**src/hw/rtl/plid_pkg.sv**
```systemverilog
`timescale 1ns / 1ps

package plid_pkg;

   // default list depth
   localparam int CAPACITY_DEFAULT = 16;

   // fixed field widths
   localparam int KIND_W   = 1;
   localparam int POS_W    = 5;
   localparam int VALUE_W  = 32;
   localparam int STATUS_W = 2;
   localparam int COUNT_W  = 5;

   // operation codes
   localparam logic [KIND_W-1:0] KIND_INSERT = 1'b0;
   localparam logic [KIND_W-1:0] KIND_DELETE = 1'b1;

   // result status codes
   localparam logic [STATUS_W-1:0] STATUS_DONE  = 2'd0;
   localparam logic [STATUS_W-1:0] STATUS_FULL  = 2'd1;
   localparam logic [STATUS_W-1:0] STATUS_RANGE = 2'd2;

   // sequencer states
   typedef enum logic [3:0] {
      ST_IDLE   = 4'b0001,
      ST_SHIFT  = 4'b0010,
      ST_PUT    = 4'b0100,
      ST_FINISH = 4'b1000
   } state_type;

endpackage

```
**src/hw/rtl/plid_ram.sv**
```systemverilog
`timescale 1ns / 1ps

module plid_ram #(
   parameter int WIDTH = 32,
   parameter int DEPTH = 16
) (
   input  logic                     clock,
   input  logic                     wr_en,
   input  logic [$clog2(DEPTH)-1:0] wr_addr,
   input  logic [WIDTH-1:0]         wr_data,
   input  logic                     rd_en,
   input  logic [$clog2(DEPTH)-1:0] rd_addr,
   output logic [WIDTH-1:0]         rd_data
);

   logic [WIDTH-1:0] mem_ff [DEPTH];
   logic [WIDTH-1:0] rd_data_ff;

   // one write and one registered read per cycle
   always_ff @(posedge clock) begin
      if (wr_en) begin
         mem_ff[wr_addr] <= wr_data;
      end
      if (rd_en) begin
         rd_data_ff <= mem_ff[rd_addr];
      end
   end

   assign rd_data = rd_data_ff;

endmodule

```
**src/hw/rtl/positional_list_insert_delete.sv**
```systemverilog
`timescale 1ns / 1ps

// Ordered list of up to CAPACITY signed 32-bit values held in one RAM, empty
// after reset. An insert places value at the 1-based position and moves later
// entries back by one; a delete removes the entry at position, moves later
// entries forward and returns the removed value. Every item gives one result
// with the removed value (zero unless a delete succeeded), a status (done,
// list full, position out of range) and the new entry count; a failed item
// leaves the list untouched. Items are handled one at a time: a failed item
// goes straight to the finish step, while a successful one first moves the M
// entries that shift (length - position + 1 for insert, length - position for
// delete) and, for an insert, then writes the new value. Entries move one per
// cycle through the single read and write ports of the RAM. A new item can
// be accepted while the previous result still waits; a previous result held
// back by the receiver stalls the next item in its finish step until it is
// taken.

module positional_list_insert_delete #(
   parameter int CAPACITY = plid_pkg::CAPACITY_DEFAULT
) (
   input  logic                            clock,
   input  logic                            reset,
   input  logic                            req_valid,
   output logic                            req_ready,
   input  logic [plid_pkg::KIND_W-1:0]     req_kind,
   input  logic [plid_pkg::POS_W-1:0]      req_position,
   input  logic signed [plid_pkg::VALUE_W-1:0] req_value,
   output logic                            rsp_valid,
   input  logic                            rsp_ready,
   output logic signed [plid_pkg::VALUE_W-1:0] rsp_removed_value,
   output logic [plid_pkg::STATUS_W-1:0]   rsp_status,
   output logic [plid_pkg::COUNT_W-1:0]    rsp_entry_count
);

   localparam int AW = $clog2(CAPACITY);
   localparam int LW = $clog2(CAPACITY + 1);
   localparam int PW = ((LW > plid_pkg::POS_W) ? LW : plid_pkg::POS_W) + 1;
   localparam int VW = plid_pkg::VALUE_W;

   plid_pkg::state_type state_ff, state_in;

   logic [LW-1:0]                   len_ff, len_in;
   logic [AW-1:0]                   cur_ff, cur_in;
   logic [AW-1:0]                   last_ff, last_in;
   logic [AW-1:0]                   wr_ff, wr_in;
   logic [AW-1:0]                   put_ff, put_in;
   logic [VW-1:0]                   val_ff, val_in;
   logic [VW-1:0]                   removed_ff, removed_in;
   logic [plid_pkg::STATUS_W-1:0]   stat_ff, stat_in;
   logic                            ins_ff, ins_in;
   logic                            more_ff, more_in;
   logic                            pend_ff, pend_in;
   logic                            first_ff, first_in;
   logic                            tag_ff, tag_in;

   logic                            rsp_valid_ff, rsp_valid_in;
   logic [VW-1:0]                   rsp_removed_ff, rsp_removed_in;
   logic [plid_pkg::STATUS_W-1:0]   rsp_status_ff, rsp_status_in;
   logic [plid_pkg::COUNT_W-1:0]    rsp_count_ff, rsp_count_in;

   logic                            ram_we, ram_re;
   logic [AW-1:0]                   ram_waddr, ram_raddr;
   logic [VW-1:0]                   ram_wdata, ram_rdata;

   logic [PW-1:0]                   len_x, pos_x, pos_m1, len_m1, len_new_x;
   logic                            ins_full, ins_bad, del_bad, accept, rsp_free;

   // list storage
   plid_ram #(
      .WIDTH(VW),
      .DEPTH(CAPACITY)
   ) u_ram (
      .clock   (clock),
      .wr_en   (ram_we),
      .wr_addr (ram_waddr),
      .wr_data (ram_wdata),
      .rd_en   (ram_re),
      .rd_addr (ram_raddr),
      .rd_data (ram_rdata)
   );

   // position checks against the current length
   always_comb begin
      len_x    = PW'(len_ff);
      pos_x    = PW'(req_position);
      pos_m1   = pos_x - PW'(1);
      len_m1   = len_x - PW'(1);
      ins_full = (len_x >= PW'(CAPACITY));
      ins_bad  = (pos_x == '0) || (pos_x > len_x + PW'(1));
      del_bad  = (pos_x == '0) || (pos_x > len_x);
   end

   assign req_ready = (state_ff == plid_pkg::ST_IDLE);
   assign accept    = req_valid && req_ready;
   assign rsp_free  = !rsp_valid_ff || rsp_ready;
   assign len_new_x = PW'(len_ff);

   // sequencer: entries move one per cycle; insert walks down and writes one
   // place higher, delete walks up and writes one place lower, so a write never
   // hits an entry still to be read and no forwarding is needed
   always_comb begin
      state_in       = state_ff;
      len_in         = len_ff;
      cur_in         = cur_ff;
      last_in        = last_ff;
      wr_in          = wr_ff;
      put_in         = put_ff;
      val_in         = val_ff;
      removed_in     = removed_ff;
      stat_in        = stat_ff;
      ins_in         = ins_ff;
      more_in        = more_ff;
      pend_in        = pend_ff;
      first_in       = first_ff;
      tag_in         = tag_ff;
      rsp_valid_in   = rsp_valid_ff && !rsp_ready;
      rsp_removed_in = rsp_removed_ff;
      rsp_status_in  = rsp_status_ff;
      rsp_count_in   = rsp_count_ff;
      ram_we         = 1'b0;
      ram_waddr      = wr_ff;
      ram_wdata      = ram_rdata;
      ram_re         = 1'b0;
      ram_raddr      = cur_ff;

      case (state_ff)
         plid_pkg::ST_IDLE: begin
            if (accept) begin
               removed_in = '0;
               val_in     = req_value;
               pend_in    = 1'b0;
               if (req_kind == plid_pkg::KIND_INSERT) begin
                  if (ins_full) begin
                     stat_in  = plid_pkg::STATUS_FULL;
                     state_in = plid_pkg::ST_FINISH;
                  end else if (ins_bad) begin
                     stat_in  = plid_pkg::STATUS_RANGE;
                     state_in = plid_pkg::ST_FINISH;
                  end else begin
                     stat_in  = plid_pkg::STATUS_DONE;
                     ins_in   = 1'b1;
                     cur_in   = AW'(len_m1);
                     last_in  = AW'(pos_m1);
                     put_in   = AW'(pos_m1);
                     more_in  = (len_x != pos_m1);
                     tag_in   = 1'b0;
                     len_in   = len_ff + LW'(1);
                     state_in = plid_pkg::ST_SHIFT;
                  end
               end else begin
                  if (del_bad) begin
                     stat_in  = plid_pkg::STATUS_RANGE;
                     state_in = plid_pkg::ST_FINISH;
                  end else begin
                     stat_in  = plid_pkg::STATUS_DONE;
                     ins_in   = 1'b0;
                     cur_in   = AW'(pos_m1);
                     last_in  = AW'(len_m1);
                     more_in  = 1'b1;
                     tag_in   = 1'b1;
                     len_in   = len_ff - LW'(1);
                     state_in = plid_pkg::ST_SHIFT;
                  end
               end
            end
         end

         plid_pkg::ST_SHIFT: begin
            // data read last cycle: removed value or an entry to move
            if (pend_ff) begin
               if (first_ff) begin
                  removed_in = ram_rdata;
               end else begin
                  ram_we = 1'b1;
               end
            end
            // next read
            if (more_ff) begin
               ram_re   = 1'b1;
               wr_in    = ins_ff ? (cur_ff + AW'(1)) : (cur_ff - AW'(1));
               cur_in   = ins_ff ? (cur_ff - AW'(1)) : (cur_ff + AW'(1));
               more_in  = (cur_ff != last_ff);
               pend_in  = 1'b1;
               first_in = tag_ff;
               tag_in   = 1'b0;
            end else begin
               pend_in  = 1'b0;
               state_in = ins_ff ? plid_pkg::ST_PUT : plid_pkg::ST_FINISH;
            end
         end

         plid_pkg::ST_PUT: begin
            ram_we    = 1'b1;
            ram_waddr = put_ff;
            ram_wdata = val_ff;
            state_in  = plid_pkg::ST_FINISH;
         end

         plid_pkg::ST_FINISH: begin
            if (rsp_free) begin
               rsp_valid_in   = 1'b1;
               rsp_removed_in = removed_ff;
               rsp_status_in  = stat_ff;
               rsp_count_in   = len_new_x[plid_pkg::COUNT_W-1:0];
               state_in       = plid_pkg::ST_IDLE;
            end
         end

         default: begin
            state_in = plid_pkg::ST_IDLE;
            pend_in  = 1'b0;
         end
      endcase
   end

   // control registers
   always_ff @(posedge clock) begin
      if (reset) begin
         state_ff     <= plid_pkg::ST_IDLE;
         len_ff       <= '0;
         pend_ff      <= 1'b0;
         more_ff      <= 1'b0;
         first_ff     <= 1'b0;
         tag_ff       <= 1'b0;
         ins_ff       <= 1'b0;
         rsp_valid_ff <= 1'b0;
      end else begin
         state_ff     <= state_in;
         len_ff       <= len_in;
         pend_ff      <= pend_in;
         more_ff      <= more_in;
         first_ff     <= first_in;
         tag_ff       <= tag_in;
         ins_ff       <= ins_in;
         rsp_valid_ff <= rsp_valid_in;
      end
   end

   // payload registers
   always_ff @(posedge clock) begin
      cur_ff         <= cur_in;
      last_ff        <= last_in;
      wr_ff          <= wr_in;
      put_ff         <= put_in;
      val_ff         <= val_in;
      removed_ff     <= removed_in;
      stat_ff        <= stat_in;
      rsp_removed_ff <= rsp_removed_in;
      rsp_status_ff  <= rsp_status_in;
      rsp_count_ff   <= rsp_count_in;
   end

   assign rsp_valid         = rsp_valid_ff;
   assign rsp_removed_value = rsp_removed_ff;
   assign rsp_status        = rsp_status_ff;
   assign rsp_entry_count   = rsp_count_ff;

   // length never passes the capacity
   a_len_bound: assert property (@(posedge clock) disable iff (reset)
      len_ff <= LW'(CAPACITY))
      else $error("list length above capacity");

   // a read and a write in the same cycle never touch the same entry
   a_no_overlap: assert property (@(posedge clock) disable iff (reset)
      (ram_we && ram_re) |-> (ram_waddr != ram_raddr))
      else $error("read and write hit the same entry");

   // the list storage is only written while an item is at work
   a_no_idle_write: assert property (@(posedge clock) disable iff (reset)
      ram_we |-> (state_ff == plid_pkg::ST_SHIFT || state_ff == plid_pkg::ST_PUT))
      else $error("list written outside an item");

   // a read in flight is only seen while shifting
   a_pend_shift: assert property (@(posedge clock) disable iff (reset)
      pend_ff |-> (state_ff == plid_pkg::ST_SHIFT))
      else $error("read data pending outside shift");

   // a failed item leaves the length as it was
   a_fail_len: assert property (@(posedge clock) disable iff (reset)
      (state_ff == plid_pkg::ST_FINISH && rsp_free && stat_ff != plid_pkg::STATUS_DONE)
      |=> (len_ff == $past(len_ff)))
      else $error("failed item changed the length");

endmodule
```
**config.mk**
```make
export PLATFORM = sky130hd
export DESIGN_NAME = positional_list_insert_delete
export DESIGN_NICKNAME = d
export VERILOG_FILES = /design/src/hw/rtl/plid_pkg.sv /design/src/hw/rtl/plid_ram.sv /design/src/hw/rtl/positional_list_insert_delete.sv
export SDC_FILE = /design/constraint.sdc
export NUM_CORES = 1
export LEC_CHECK = 0
export BUFFER_PORTS_ARGS = -buffer_cell sky130_fd_sc_hd__buf_2
export CAP_MARGIN = 10
export CORE_MARGIN = 2
export CORE_UTILIZATION = 45
export CTS_BUF_LIST = sky130_fd_sc_hd__clkbuf_4
export CTS_CLUSTER_DIAMETER = 80
export DETAILED_ROUTE_END_ITERATION = 12
export PLACE_DENSITY = 0.59
export SYNTH_ARGS = -nofsm -noshare
export SYNTH_HDL_FRONTEND = slang
export SYNTH_SLANG_ARGS = --single-unit
```
**constraint.sdc**
```tcl
create_clock -name clock -period 3.63 [get_ports clock]
set_input_delay 0.363 -clock clock [delete_from_list [all_inputs] [get_ports clock]]
set_output_delay 0.363 -clock clock [all_outputs]
set_load 0.05 [all_outputs]
```
==> flow_summary.ini, run 1 <==
[critical_path]
worstPathCellList = ha_1 -> nand3_1 -> xnor2_1 -> ha_1 -> and3_1 -> a211oi_1 -> a31oi_1 -> o31a_1 -> o31ai_1 -> a21oi_1 -> dlygate4sd3_1
crit_cells = 11
worst_path_dominant_cell_family = compound AO/OA/AOI/OAI gates
cp_common_cell = ha_1
end_kind = flip-flop
path_buf_inv = 1
regToRegSetupSlack_ns = 0.23
timing.critical_path.from = len_ff[0]
ff2ff_path_depth = 11
crit_path_max_fanout = 10
critical_path.reg2reg.startpoint = len_ff[0]
worst_path_largest_cell_delay_ns = 0.56
cp.required_ns = 4.53
critPathLaunchType = flip-flop
slowest_stage_cell_cp = dlygate4sd3_1
cp.arrival_ns = 4.30
critPathKind = reg2reg

[logic_synthesis]
synth-edff-count = 665
synthDistinctLibCells = 50
share_of_flip_flops_with_an_asynchronous_set_or_reset_after_synthesis_pct = 0
synth_seq_area_share_pct = 77.3
yosys_register_bits = 680
syn-mean-instance-area_um2 = 21.2
synthFlopType = edfxtp_1
mappedNetlistArea_mm2 = 0.0262
postSynthCellCount = 1238
synthesis.nets = 1300
yosysWarningCount = 0

[layout]
most-common-layout-cells = edfxtp_1 (665), clkbuf_4 (258), mux4_2 (160)
final_layout_size_suffix_gt1_share_pct = 35.3
syn2layout_area_growth_pct = 18.5
utilization_pct = 53.8
final_net_count = 1626
final_common_cell = edfxtp_1

[clocking]
number_of_levels_in_the_clock_h_tree = 4
tritoncts.num_buffers = 176
tritoncts_num_sinks = 680
cts-root-to-sink-buffers = 3
clock_latency_ns = 1.01
cts.clk_slew.worst_paths_ns = 0.06
clock-root-buffer = clkbuf_4
post_cts_gate_resize_count = 0
cts_tree = yes

[sta]
setup_slack_ns = 0.229
final_hold_vios = 0
maxSlewHeadroom_pct = 30.2
least_margin_pin_slew_ns = 1.05
post-route-period-util_pct = 93.7
clock_skew_ns = 0.0594
grt_setup_unrepaired = false
slew_viol_final = 0
tns_ns = 0
finalSetupViolCount = 0
final.min_clock_period_ns = 3.40
fmaxAchievable_mhz = 294

[route]
first_iter_violations = 1067
dr_total_vias = 13000
wl_per_cell_um = 22.9
vias_per_cell = 5.30
postRouteAntennaNets = 0
drt_wl_total_um = 56200
drt_pre_antenna_iters = 5
route.detailed.drc = 0

[pwr]
pwr_density_cell_mw_per_mm2 = 576
power_leakage_uw = 0.0105
ir_worst_vdd_uv = 375

[hold_path]
critical_hold_path_startpoint = req_value[26]
hold_class = in2reg
hold-path-cell-count = 2

[floorplan]
num_rows = 88
placeableCoreArea_mm2 = 0.0577
dieArea_mm2 = 0.0602
fp.dieW_um = 245
initial_utilization_pct = 45.5
i_o_pins = 83
die_y_um = 245

[run_status]
outcome = completed

[placed_design]
post-place-ws_ns = 0.559
port-buffer-count = 82
gp_congestion = 0.811
place_hpwl_um = 31000

[global_route]
largest_net_degree_at_the_start_of_global_routing = 52
antenna_found_initial = 3
grt_first_pass_wirelength_um = 84400
grt_usage_pct = 19.4
globalRouteOverflowTotal = 0
first_global_vias = 13900

[run]
max-cap-violations = 0
==> area by class of cell <==
type / count / area [um^2]
clock inverter: 45 / 305
fill: 4579 / 26600
multi-input combinational: 481 / 5730
tap: 765 / 957
clock buffer: 258 / 1940
timing repair buffer: 205 / 1780
antenna: 4 / 10.0
sequential: 680 / 20300
inverter: 20 / 75.1
==> path summary, 6_finish.rpt <==
path | endpoint
worst max register to register | state_ff[3]
worst min register to register | rsp_removed_value[25]
worst max-delay path | state_ff[3]
worst min-delay path | val_ff[26]
==> timing repair <==
action                    4_1_cts  5_1_grt
hold buffers                   75        0
hold endpoints to repair       60        0
buffers inserted                0        0
==> metal layers <==
| layer | global-route usage [%] | wire (um) | vias up |
|---|---|---|---|
| met4 | 7.47 | 1150 | 0 |
| li1 | - | - | 5805 |
| met2 | 31.3 | 27800 | 411 |
| met5 | 0 | 0 | - |
| met3 | 4.43 | 3310 | 98 |
| met1 | 26.0 | 23900 | 6724 |
==> registers in the layout (all words and copies together) (netlist names), 2 cells and up <==
signal / cells
u_ram.mem_ff: 512
stat_ff: 2
val_ff: 32
rsp_entry_count: 5
last_ff: 4
u_ram.rd_data: 32
cur_ff: 4
rsp_removed_value: 32
len_ff: 5
state_ff: 4
put_ff: 4
rsp_status: 2
wr_ff: 4
removed_ff: 32
==> cells by family after synthesis <==
group	after synthesis	share of synthesized area [%]
xor gates and xnor gates	25	0.835
muxes	173	14.2
and+or+nand+nor	218	3.99
buffers and inverters	77	1.42
DFF	680	77.3
adders and majority gates	20	0.983
AOI/OAI and AO/OA	45	1.24
==> per-stage QoR <==
| stage | hold slack, ns | area [um^2] | total power (uW) | std cells |
|---|---|---|---|---|
| 6_report | 0.103 | 31100 | 17900 | 2458 |
| 5_1_grt | 0.0380 | 31100 | 18700 | 2457 |
| 4_1_cts | 0.00209 | 31100 | 18200 | 2454 |
| 3_5_place_dp | 0.405 | 28100 | 11500 | 2076 |
| 3_3_place_gp | 0.401 | 28100 | 11400 | 2076 |
| 2_1_floorplan | 0.400 | 26200 | 10800 | 1238 |
==> cell usage after synthesis (all sizes together), types with 4 or more instances <==
cell type,instances,share of area (%)
edfxtp,665,76
a31oi,6,0.14
nor2b,4,0.095
xnor2,17,0.57
and3,4,0.095
clkbuf,26,0.37
o21ai,4,0.076
and2,34,0.81
a21oi,13,0.25
ha,19,0.91
mux4,160,14
xor2,8,0.27
nand2,105,1.5
inv,18,0.26
nand2b,5,0.15
nor3,9,0.21
buf,31,0.76
dfxtp,15,1.1
mux2i,12,0.46
nor2,38,0.54
nand3,8,0.15
==> report_power, final <==
| group | internal (uW) | switching (uW) | leakage [uW] |
|---|---|---|---|
| combinational | 1140 | 1150 | 0.00298 |
| sequential | 8890 | 135 | 0.00615 |
| clock | 3530 | 3030 | 0.00133 |
| total | 13600 | 4320 | 0.0105 |
(Power assumes the default switching activity.)
==> run 2, diff against run 1 <==
- CORE_ASPECT_RATIO: not set -> 1.75
==> flow_summary.ini, run 2 (same netlist as run 1, synthesis figures left out) <==
[clocking]
cts-root-to-sink-buffers = 3
cts.clk_slew.worst_paths_ns = 0.06
tritoncts_num_sinks = 680
clock_latency_ns = 0.87
clock-root-buffer = clkbuf_4
tritoncts.num_buffers = 155
number_of_levels_in_the_clock_h_tree = 4
cts_tree = yes

[route]
dr_total_vias = 13000
drt_wl_total_um = 58800
postRouteAntennaNets = 0
route.detailed.drc = 0
first_iter_violations = 886
vias_per_cell = 5.42
wl_per_cell_um = 24.5
drt_pre_antenna_iters = 7

[sta]
hold_slack_ns = 0.145
post-route-period-util_pct = 86.0
maxSlewHeadroom_pct = 26.9
least_margin_pin_slew_ns = 1.09
finalSetupViolCount = 0
setup_slack_ns = 0.509
slew_viol_final = 0
fmaxAchievable_mhz = 320
grt_setup_unrepaired = false
tns_ns = 0
final_hold_vios = 0
clock_skew_ns = 0.0425
final.min_clock_period_ns = 3.12

[critical_path]
critPathLaunchType = flip-flop
ff2ff_path_depth = 10
end_kind = flip-flop
cp.arrival_ns = 3.86
crit_path_max_fanout = 15
critPathKind = reg2reg
cp.required_ns = 4.37

[layout]
utilization_pct = 52.6
number_of_flip_flops_in_the_largest_register = 512
most-common-layout-cells = edfxtp_1 (665), clkbuf_4 (234), mux4_2 (160)
largest_register = u_ram.mem_ff
final_common_cell = edfxtp_1
final_layout_size_suffix_gt1_share_pct = 35.4
filler_cell_count = 4730
postLayoutCellArea_mm2 = 0.0305
final_net_count = 1573
syn2layout_area_growth_pct = 16.3

[global_route]
antenna_found_initial = 1
grt_first_pass_wirelength_um = 88100
grt_usage_pct = 20.1
first_global_vias = 14100
largest_net_degree_at_the_start_of_global_routing = 64
globalRouteOverflowTotal = 0

[floorplan]
placeableCoreArea_mm2 = 0.0580
initial_utilization_pct = 45.2
num_rows = 117
i_o_pins = 83
die_y_um = 323
dieArea_mm2 = 0.0603
fp.dieW_um = 186

[pwr]
pwr_density_cell_mw_per_mm2 = 569
ir_worst_vdd_uv = 277
power_leakage_uw = 0.0102

[run_status]
outcome = completed

[run]
max-cap-violations = 0

[placed_design]
place_hpwl_um = 31900
post-place-ws_ns = 0.536
port-buffer-count = 82
placed_cell_area_mm2 = 0.0281
gp_congestion = 0.793

[hold_path]
hold-path-cell-count = 5
hold_class = in2reg
## run 2: path summary, 6_finish.rpt
kind | from | end | slack [ns]
max | len_ff[0] | more_ff | 0.51
min | req_position[1] | more_ff | 0.15
max reg2reg | len_ff[0] | more_ff | 0.51
min reg2reg | removed_ff[1] | rsp_removed_value[1] | 0.41
## run 2: timing repair
action	4_1_cts	5_1_grt
buffers inserted	0	0
hold buffers	40	0
endpoints found under the hold margin	52	0
setup endpoints to repair	0	0
resized for setup	0	0
## run 2: power breakdown
group	leakage [uW]	internal (uW)	switching [uW]	total, uW
registers	0.00615	8890	151	9040
logic	0.00283	1090	1170	2260
clock network	0.00119	3170	2880	6040
total	0.0102	13100	4190	17300
## run 2: area by class of cell
type | instances | area, um^2 | area share, %
sequential | 680 | 20300 | 66.5
multi-input combinational | 481 | 5730 | 18.8
clock buffer | 234 | 1760 | 5.76
timing repair buffer | 173 | 1430 | 4.69
tap | 773 | 967 | 3.17
clock inverter | 36 | 258 | 0.845
inverter | 20 | 75.1 | 0.246
antenna | 1 | 2.50 | 0.00821
## run 2: stage by stage
| step | instances | total power (uW) |
|---|---|---|
| after floorplan | 1238 | 10800 |
| after global placement | 2087 | 11500 |
| after detailed placement | 2087 | 11500 |
| after CTS | 2397 | 17600 |
| after global routing | 2398 | 18100 |
| final | 2398 | 17300 |
## run 2: worst max-delay path, stage by stage, from the launching register on
cell and delay (ns):
dfxtp_1 0.53, ha_1 0.26, nand3_1 0.12, xnor2_1 0.15, ha_1 0.30, and3_1 0.15, a211oi_1 0.26, a31oi_1 0.22
nor3_4 0.66, nand3_1 0.17, o311a_1 0.17
## run 2: routing by layer
| layer | part of all wire [%] | vias to the layer above | GRT usage, % |
|---|---|---|---|
| met4 | 2.2 | 0 | 7.57 |
| met1 | 38 | 6839 | 23.6 |
| li1 | - | 5674 | - |
| met2 | 55 | 394 | 36.9 |
| met5 | 0 | - | 0 |
| met3 | 4.9 | 98 | 3.60 |
==> run 3, diff against run 2 <==
- CORE_UTILIZATION: 45 -> 30
- PLACE_DENSITY: 0.59 -> 0.47
==> flow_summary.ini, run 3 (same netlist as run 1, synthesis figures left out) <==
[run_status]
outcome = completed

[layout]
number_of_flip_flops_in_the_largest_register = 512
largest_register = u_ram.mem_ff
multi_input_area_mm2 = 0.00573
final_layout_size_suffix_gt1_share_pct = 34.8
filler_cell_count = 8172
syn2layout_area_growth_pct = 18.0
final_common_cell = edfxtp_1
most-common-layout-cells = edfxtp_1 (665), clkbuf_4 (226), mux4_2 (160)
final_net_count = 1594
combined_flip_flop_and_latch_cell_area_mm2 = 0.0203

[route]
drt_wl_total_um = 64700
first_iter_violations = 728
route.detailed.drc = 0
dr_total_vias = 12900
wl_per_cell_um = 23.1
drt_pre_antenna_iters = 4
vias_per_cell = 4.60
postRouteAntennaNets = 0

[hold_path]
hold-path-cell-count = 2
hold_class = in2reg

[critical_path]
end_kind = flip-flop
critPathKind = reg2reg
cp.arrival_ns = 4.25
crit_path_max_fanout = 8
ff2ff_path_depth = 11
cp.required_ns = 4.47
critPathLaunchType = flip-flop

[global_route]
global_route.usage.met3_pct = 3.13
largest_net_degree_at_the_start_of_global_routing = 77
grt.met2_usage_pct = 26.5
grt_usage_pct = 14.9
grt_first_pass_wirelength_um = 95100
globalRouteOverflowTotal = 0
global_route.peak_usage_layer = met2
globalRouteMet1Util_pct = 17.3
antenna_found_initial = 1
first_global_vias = 14300

[floorplan]
die_y_um = 395
dieArea_mm2 = 0.0899
initial_utilization_pct = 30.2
placeableCoreArea_mm2 = 0.0868
num_rows = 143
i_o_pins = 83
fp.dieW_um = 227

[sta]
tns_ns = 0
final.min_clock_period_ns = 3.41
fmaxAchievable_mhz = 293
final_hold_vios = 0
slew_viol_final = 0
maxSlewHeadroom_pct = 34.4
post-route-period-util_pct = 94.1
least_margin_pin_slew_ns = 0.979
setup_slack_ns = 0.216
finalSetupViolCount = 0
grt_setup_unrepaired = false
clock_skew_ns = 0.0412

[clocking]
number_of_levels_in_the_clock_h_tree = 4
clock_latency_ns = 0.96
clock-root-buffer = clkbuf_4
cts_tree = yes
tritoncts.num_buffers = 161
cts-root-to-sink-buffers = 3
cts.clk_slew.worst_paths_ns = 0.07
tritoncts_num_sinks = 680

[pwr]
pwr_density_cell_mw_per_mm2 = 561
power_leakage_uw = 0.0102
ir_worst_vdd_uv = 287

[placed_design]
gp_congestion = 0.751
port-buffer-count = 82
post-place-ws_ns = 0.596
place_hpwl_um = 36100

[run]
max-cap-violations = 0
-- run 3: changes by cell type in the layout (fill, tap and decap cells not counted) --
cell / before / now
buf_12: 19 / 9
buf_4: 32 / 49
clkbuf_4: 234 / 226
clkinv_1: 21 / 38
clkinv_2: 3 / 4
clkinv_4: 4 / 0
clkinvlp_4: 4 / 1
dfxtp_1: 15 / 14
dfxtp_2: 0 / 1
diode_2: 1 / 2
dlygate4sd3_1: 40 / 48
inv_2: 3 / 6
-- run 3: layout make-up --
cell class	count	area share, %
Antenna cell	2	0.0162
Clock buffer	226	5.48
Clock inverter	50	0.906
Inverter	20	0.243
Multi-Input combinational cell	481	18.5
Sequential cell	680	65.5
Tap cell	1160	4.69
Timing Repair Buffer	188	4.65
-- run 3: per-layer routing --
| layer | routed length (um) | up-vias |
|---|---|---|
| met1 | 25200 | 6738 |
| met3 | 2670 | 137 |
| met5 | 0 | - |
| met4 | 2010 | 0 |
| met2 | 34900 | 342 |
| li1 | - | 5699 |
-- run 3: timing repair --
action / in CTS / in global routing
endpoints found under the setup margin: 0 / 1
buffers inserted: 0 / 0
resized for setup: 0 / 1
endpoints found under the hold margin: 64 / 0
hold buffers: 48 / 0
-- run 3: power breakdown --
| part | internal (uW) | switching, uW |
|---|---|---|
| logic | 1080 | 1190 |
| clock network | 3080 | 2990 |
| registers | 8890 | 134 |
| total | 13000 | 4320 |
-- run 3: final timing paths --
check / slack, ns / startpoint / endpoint
worst min register to register: 0.39 / removed_ff[15] / rsp_removed_value[15]
worst min-delay path: 0.12 / req_value[1] / val_ff[1]
worst max register to register: 0.22 / len_ff[1] / state_ff[3]
worst max-delay path: 0.22 / len_ff[1] / state_ff[3]
-- run 3: metrics by stage --
stage | instances | hold WS (ns) | total power (uW) | util (%) | cell area, um^2
final | 2807 | 0.118 | 17400 | 35.7 | 30900
after global routing | 2806 | 0.0616 | 18200 | 35.7 | 30900
after CTS | 2805 | 0.00525 | 17700 | 35.7 | 30900
after detailed placement | 2481 | 0.405 | 11500 | 32.8 | 28500
after global placement | 2481 | 0.402 | 11500 | 32.8 | 28500
after floorplan | 1238 | 0.400 | 10800 | - | 26200
-- run 3: worst max-delay path: stages (launching register included) --
cell and delay (ns):
dfxtp_1 0.52, ha_1 0.25, nand3_1 0.11, xnor2_1 0.16, ha_1 0.31, and3_1 0.17
a211oi_1 0.27, a31oi_1 0.22, o31a_1 0.39, o31ai_1 0.26, a21oi_1 0.09, dlygate4sd3_1 0.56
